## src/rtl/box_filter_3x3_rgba_core_macros.svh

```systemverilog
// assertion macros shared by the box filter rtl
`ifndef BOX_FILTER_3X3_RGBA_CORE_MACROS_SVH
`define BOX_FILTER_3X3_RGBA_CORE_MACROS_SVH

// condition holds in the same cycle as the trigger
`define BF3_ASSERT_NOW(label, ante, cons, msg) \
	label: assert property (@(posedge clk) disable iff (!arst_n) (ante) |-> (cons)) \
		else $error(msg);

// condition holds in the cycle after the trigger
`define BF3_ASSERT_NEXT(label, ante, cons, msg) \
	label: assert property (@(posedge clk) disable iff (!arst_n) (ante) |=> (cons)) \
		else $error(msg);

`endif

```

## src/rtl/bf3_pkg.sv

```systemverilog
// shared types, constants and helpers of the 3x3 box filter
`default_nettype none

package bf3_pkg;

	// image geometry
	localparam int DIM_MAX = 1024;
	localparam int DIM_W   = 11;
	localparam int POS_W   = $clog2(DIM_MAX);

	// pixel and arithmetic widths
	localparam int CH_W     = 16;
	localparam int CH_N     = 4;
	localparam int PIX_W    = CH_N * CH_W;
	localparam int SUM_W    = CH_W + 4;
	localparam int CNT_W    = 4;
	localparam int RECIP_SH = SUM_W + 4;
	localparam int RECIP_W  = RECIP_SH + 1;
	localparam int PROD_W   = SUM_W + RECIP_W;

	localparam logic [DIM_W-1:0] DIM_MAX_V = DIM_W'(DIM_MAX);

	// rounded-up reciprocals, exact for any sum below 2**SUM_W
	localparam logic [RECIP_W-1:0] RECIP_1 = RECIP_W'(2 ** RECIP_SH);
	localparam logic [RECIP_W-1:0] RECIP_2 = RECIP_W'((2 ** RECIP_SH + 1) / 2);
	localparam logic [RECIP_W-1:0] RECIP_3 = RECIP_W'((2 ** RECIP_SH + 2) / 3);
	localparam logic [RECIP_W-1:0] RECIP_4 = RECIP_W'((2 ** RECIP_SH + 3) / 4);
	localparam logic [RECIP_W-1:0] RECIP_6 = RECIP_W'((2 ** RECIP_SH + 5) / 6);
	localparam logic [RECIP_W-1:0] RECIP_9 = RECIP_W'((2 ** RECIP_SH + 8) / 9);

	typedef enum logic {
		OP_PIXEL = 1'b0,
		OP_DRAIN = 1'b1
	} op_t;

	typedef logic [PIX_W-1:0] pix_t;

	// 3x3 neighborhood, entry 3*row+col, row 0 on top, col 0 on the left
	typedef struct packed {
		pix_t [8:0]       px;
		logic [8:0]       mask;
		logic [CNT_W-1:0] cnt;
		logic             last;
	} win_t;

	// reciprocal of a neighborhood size
	function automatic logic [RECIP_W-1:0] recip(input logic [CNT_W-1:0] cnt);
		logic [RECIP_W-1:0] r;
		case (cnt)
			CNT_W'(2): r = RECIP_2;
			CNT_W'(3): r = RECIP_3;
			CNT_W'(4): r = RECIP_4;
			CNT_W'(6): r = RECIP_6;
			CNT_W'(9): r = RECIP_9;
			default:   r = RECIP_1;
		endcase
		return r;
	endfunction

endpackage

`default_nettype wire

```

## src/rtl/bf3_avg.sv

```systemverilog
// masked 3x3 sums and division by the neighborhood size, with output register
`default_nettype none

module bf3_avg (
	input  wire logic             clk,
	input  wire logic             arst_n,
	input  wire logic             win_valid,
	output logic                  win_ready,
	input  wire bf3_pkg::win_t    win,
	output logic                  out_valid,
	input  wire logic             out_ready,
	output logic [bf3_pkg::CH_W-1:0] out_red,
	output logic [bf3_pkg::CH_W-1:0] out_green,
	output logic [bf3_pkg::CH_W-1:0] out_blue,
	output logic [bf3_pkg::CH_W-1:0] out_alpha,
	output logic                  frame_last
);

`include "box_filter_3x3_rgba_core_macros.svh"

	// stage registers
	logic                              valid_s2;
	bf3_pkg::win_t                     win_s2;
	logic                              valid_s3;
	logic [bf3_pkg::SUM_W-1:0]         sum_s3 [bf3_pkg::CH_N];
	logic [bf3_pkg::RECIP_W-1:0]       recip_s3;
	logic                              last_s3;
	logic                              out_valid_q;
	bf3_pkg::pix_t                     out_pix_q;
	logic                              out_last_q;

	logic                              out_free;
	logic                              s3_open;
	logic                              s2_open;
	bf3_pkg::pix_t                     mpx [9];
	logic [bf3_pkg::SUM_W-1:0]         row_sum [bf3_pkg::CH_N][3];
	logic [bf3_pkg::SUM_W-1:0]         sum_d [bf3_pkg::CH_N];
	logic [bf3_pkg::PROD_W-1:0]        prod [bf3_pkg::CH_N];
	bf3_pkg::pix_t                     quot;
	logic                              quot_ovf;

	// stall chain from the output side
	assign out_free  = !out_valid_q || out_ready;
	assign s3_open   = !valid_s3 || out_free;
	assign s2_open   = !valid_s2 || s3_open;
	assign win_ready = s2_open;

	// masked sums: each row of three, then the three row sums
	always_comb begin
		for (int i = 0; i < 9; i++) begin
			mpx[i] = win_s2.mask[i] ? win_s2.px[i] : '0;
		end
		for (int k = 0; k < bf3_pkg::CH_N; k++) begin
			for (int r = 0; r < 3; r++) begin
				row_sum[k][r] = bf3_pkg::SUM_W'(mpx[3*r][bf3_pkg::CH_W*k +: bf3_pkg::CH_W])
					+ bf3_pkg::SUM_W'(mpx[3*r+1][bf3_pkg::CH_W*k +: bf3_pkg::CH_W])
					+ bf3_pkg::SUM_W'(mpx[3*r+2][bf3_pkg::CH_W*k +: bf3_pkg::CH_W]);
			end
			sum_d[k] = row_sum[k][0] + row_sum[k][1] + row_sum[k][2];
		end
	end

	// quotient by reciprocal multiply
	always_comb begin
		quot_ovf = 1'b0;
		for (int k = 0; k < bf3_pkg::CH_N; k++) begin
			prod[k] = bf3_pkg::PROD_W'(sum_s3[k]) * bf3_pkg::PROD_W'(recip_s3);
			quot[bf3_pkg::CH_W*k +: bf3_pkg::CH_W] =
				prod[k][bf3_pkg::RECIP_SH +: bf3_pkg::CH_W];
			quot_ovf = quot_ovf
				|| (prod[k][bf3_pkg::PROD_W-1:bf3_pkg::RECIP_SH+bf3_pkg::CH_W] != '0);
		end
	end

	// stage valids
	always_ff @(posedge clk or negedge arst_n) begin
		if (!arst_n) begin
			valid_s2    <= 1'b0;
			valid_s3    <= 1'b0;
			out_valid_q <= 1'b0;
		end else begin
			if (s2_open) begin
				valid_s2 <= win_valid;
			end
			if (s3_open) begin
				valid_s3 <= valid_s2;
			end
			if (out_free) begin
				out_valid_q <= valid_s3;
			end
		end
	end

	// stage payloads
	always_ff @(posedge clk) begin
		if (win_valid && s2_open) begin
			win_s2 <= win;
		end
		if (valid_s2 && s3_open) begin
			sum_s3   <= sum_d;
			recip_s3 <= bf3_pkg::recip(win_s2.cnt);
			last_s3  <= win_s2.last;
		end
		if (valid_s3 && out_free) begin
			out_pix_q  <= quot;
			out_last_q <= last_s3;
		end
	end

	assign out_valid  = out_valid_q;
	assign out_red    = out_pix_q[0*bf3_pkg::CH_W +: bf3_pkg::CH_W];
	assign out_green  = out_pix_q[1*bf3_pkg::CH_W +: bf3_pkg::CH_W];
	assign out_blue   = out_pix_q[2*bf3_pkg::CH_W +: bf3_pkg::CH_W];
	assign out_alpha  = out_pix_q[3*bf3_pkg::CH_W +: bf3_pkg::CH_W];
	assign frame_last = out_last_q;

	// checks
	`BF3_ASSERT_NOW(a_cnt_matches_mask, valid_s2, bf3_pkg::CNT_W'($countones(win_s2.mask)) == win_s2.cnt, "neighborhood size disagrees with mask")
	`BF3_ASSERT_NOW(a_center_taken, valid_s2, win_s2.mask[4] || (win_s2.cnt == bf3_pkg::CNT_W'(1)), "center pixel missing from neighborhood")
	`BF3_ASSERT_NOW(a_mean_in_range, valid_s3, !quot_ovf, "mean exceeds channel range")

endmodule

`default_nettype wire

```

## config.mk

```make
export PLATFORM = sky130hd
export DESIGN_NAME = bf3_avg
export DESIGN_NICKNAME = d
export VERILOG_FILES = /design/src/rtl/bf3_pkg.sv /design/src/rtl/bf3_avg.sv
export VERILOG_INCLUDE_DIRS = /design/src /design/src/rtl
export SDC_FILE = /design/constraint.sdc
export NUM_CORES = 2
export LEC_CHECK = 0
export ABC_AREA = 1
export BUFFER_PORTS_ARGS = -buffer_cell sky130_fd_sc_hd__buf_2
export CAP_MARGIN = 20
export CORE_ASPECT_RATIO = 1.75
export CORE_UTILIZATION = 58
export DETAILED_ROUTE_END_ITERATION = 7
export GPL_TIMING_DRIVEN = 0
export PLACE_DENSITY_LB_ADDON = 0.3
export SYNTH_ARGS = -nofsm -noshare
export SYNTH_HDL_FRONTEND = slang
export SYNTH_SLANG_ARGS = --single-unit
```

## constraint.sdc

```tcl
create_clock -name clk -period 16.5 [get_ports clk]
set_input_delay 2.475 -clock clk [delete_from_list [all_inputs] [get_ports clk]]
set_output_delay 2.475 -clock clk [all_outputs]
set_load 0.01 [all_outputs]
```

==> flow_summary_export.csv <==
group,metric,value,unit
status,status,"complete, no violations",
timing,whs,0.431,ns
hold_path,worstHoldStart,"last_s3",
timing,slew_violations,0,
floorplan,fp-row-count,189,
synth,yosys.area.top_type_share,0.365,
synth,synth_area,88600,um2
timing,rsz0062_at_grt,"false",
timing,tns,0,ns
finish,areaGrowthSynthToFinish,10.1,%
global_route,antenna_found_initial,43,
global_route,grt_pass1_vias,73319,
global_route,grtUsageMet2,0.761,
setup_path,start_kind,"flip-flop",
global_route,met3_usage,0.0656,
drt,wl_per_cell,26.6,um
synth,synthesis.nets,12124,
clocking,cts_made_buffers,73,
timing,finalHoldViolCount,0,
timing,finalSetupViolations,0,
synth,synth_most_common_cell,"inv_1",
timing,clock_skew,0.0630,ns
timing,worst_slack,6.64,ns
setup_path,critPathArrivalTime,10.33,ns
floorplan,dieArea,154000,um2
timing,tightest_slew,1.30,ns
global_route,grtUsageMet1,0.388,
setup_path,startpoint,"recip_s3[16]",
synth,syn_area_per_cell,9.55,um2
timing,period_share,0.598,
finish,fin_cells,12134,
global_route,grt_max_degree,150,
global_route,grt_pass1_wl,464,mm
synth,netlist_instances,9273,
placement,finalWeightedCongestion,1.06,
finish,drive_gt1_frac,0.0843,
timing,min_period,9.86,ns
floorplan,start_util,0.584,
clocking,clockBufferDepth,3,
setup_path,worstSetupEndpointType,"flip-flop",
synth,yosys-top-cells-area,"fa_1 (36%), edfxtp_1 (25%), inv_1 (12%)",
finish,final_nets,12886,
synth,ys_types,43,
setup_path,crit_required,16.97,ns
synth,ys_ff_latch,747,
synth,ys_top_cells_by_count,"inv_1 (2731), nand2_1 (2007), fa_1 (1614)",
timing,relSlewSlack,0.130,
drt,routed_wl,323,mm
clocking,cts_root_buf,"clkbuf_16",
job,drv_cap,0,
global_route,gr-total-overflow,0,
floorplan,fp.dieW,297,um
floorplan,core,152000,um2
clocking,post_cts_buffers,0,
finish,n_fill_cell,12558,
clocking,clock-sinks,747,
synth,async_flop_share,0.00402,
clocking,ctsHoldBuffers,0,
synth,synth_edf_count,744,
placement,dpl.hpwl,281,mm
setup_path,path_class,"reg2reg",
synth,yosysWarnings,0,
clocking,clkTransAtPathRegs,0.07,ns
drt,drc,0,
synth,ys.flop_type,"edfxtp_1",
setup_path,crit_fanout,10,
placement,place_inst,11962,
global_route,top_usage_layer,"met2",
drt,vias,66238,
clocking,cts_tree,"done",
hold_path,hp-class,"reg2reg",
floorplan,die_h,519,um
placement,numPortBuffers,660,
synth,ys_seq_area_frac,0.253,
global_route,grt.total_usage,0.429,
clocking,h-tree-depth,3,
clocking,clk-insertion-delay-late,0.72,ns
drt,drtIter0Drc,4405,
drt,dr.pass1.iters,8,
drt,ant_nets,0,
timing,max_freq,0.101,GHz
clocking,cts_resized,0,
placement,pre_cts_ws,7.03,ns
setup_path,r2r_start,"recip_s3[16]",
drt,viasPerCell,5.46,
floorplan,io_pins,661,
synth,synth_area_leader_cell,"fa_1",
## final cells by class
cell class                      instances  area (um2)  area share
Antenna cell                           37        92.6    0.000950
Tap cell                             2005        2510      0.0257
Sequential cell                       747       22400       0.230
Timing Repair Buffer                  687        3800      0.0390
Inverter                             2732       10300       0.105
Clock inverter                         47         567     0.00581
Buffer                                195         766     0.00785
Clock buffer                           85        1910      0.0196
Multi-Input combinational cell       5599       55200       0.566
## cell usage in the layout (no fill, tap or decap), types with 9 or more instances in the layout
cell | netlist | layout
nand2_2 | 11 | 11
ha_1 | 643 | 643
inv_1 | 2731 | 2729
o21bai_1 | 53 | 53
edfxtp_1 | 744 | 744
a21o_1 | 41 | 41
bufinv_16 | 0 | 9
nor3_1 | 46 | 46
fa_1 | 1614 | 1614
o21ai_0 | 119 | 119
nand3b_1 | 12 | 12
clkbuf_16 | 0 | 75
buf_8 | 0 | 14
xor2_1 | 128 | 128
nor2_1 | 404 | 404
xnor2_1 | 31 | 31
a21oi_1 | 221 | 220
buf_2 | 18 | 679
buf_1 | 40 | 39
a21boi_0 | 14 | 14
nand2_1 | 2007 | 2007
nand4_1 | 49 | 49
a31oi_1 | 17 | 17
nand3_1 | 147 | 147
clkinv_2 | 0 | 9
diode_2 | 0 | 37
clkbuf_1 | 134 | 143
## cells by family (layout without fill, tap and decap cells)
group | after synthesis | in the layout | synth area share
buffers and inverters | 2927 | 3746 | 0.124
and+or+nand+nor | 2695 | 2695 | 0.120
adders and majority gates | 2257 | 2257 | 0.456
DFF | 747 | 747 | 0.253
AOI/OAI and AO/OA | 488 | 488 | 0.0315
xor gates and xnor gates | 159 | 159 | 0.0157
other | 0 | 37 | 0
## final timing paths
| check | endpoint | slack [ns] | cells after the start |
|---|---|---|---|
| min reg2reg | frame_last | 0.43 | 0 |
| max in group asynchronous | out_valid | 14.82 | 1 |
| min | frame_last | 0.43 | 0 |
| min in group asynchronous | valid_s2 | 1.57 | 1 |
| max reg2reg | out_pix_q[31] | 6.64 | 22 |
| max | out_pix_q[31] | 6.64 | 22 |
## registers in the layout, indices dropped and copies added, names as in the netlist
name / flops
valid_s2: 1
recip_s3: 8
frame_last: 1
out_valid: 1
sum_s3: 80
valid_s3: 1
out_pix_q: 64
last_s3: 1
win_s2: 590
## critical path, cell delays in order (launching register included)
cell and delay, ns:
edfxtp_1 0.34, clkbuf_1 0.96, clkbuf_1 0.81, buf_1 0.86, nand2_1 0.32, fa_1 0.66
inv_1 0.16, fa_1 0.65, fa_1 0.48, fa_1 0.64, fa_1 0.45, fa_1 0.53
inv_1 0.07, fa_1 0.50, inv_1 0.04, ha_1 0.30, nand2_1 0.11, nor2_1 0.16
inv_1 0.13, nor3_1 0.90, nand4_1 0.27, nand3_1 0.16, nand2_1 0.05
## per-layer routing
layer / wire (um) / share of wire / vias up
met5: 46 / 0.00014 / -
met4: 46500 / 0.14 / 8
met3: 19300 / 0.060 / 1440
met2: 164000 / 0.51 / 3342
met1: 93000 / 0.29 / 32555
li1: - / - / 28893
## stage by stage
step                      utilization  cell area [um2]
after floorplan                     -            88600
after global placement          0.623            94400
after detailed placement        0.626            94900
after CTS                       0.642            97400
after global routing            0.643            97500
final                           0.643            97500
Power is left out: the tool's default activity adds up to more than one toggle a clock period on the data nets, which glitch-free logic cannot reach.
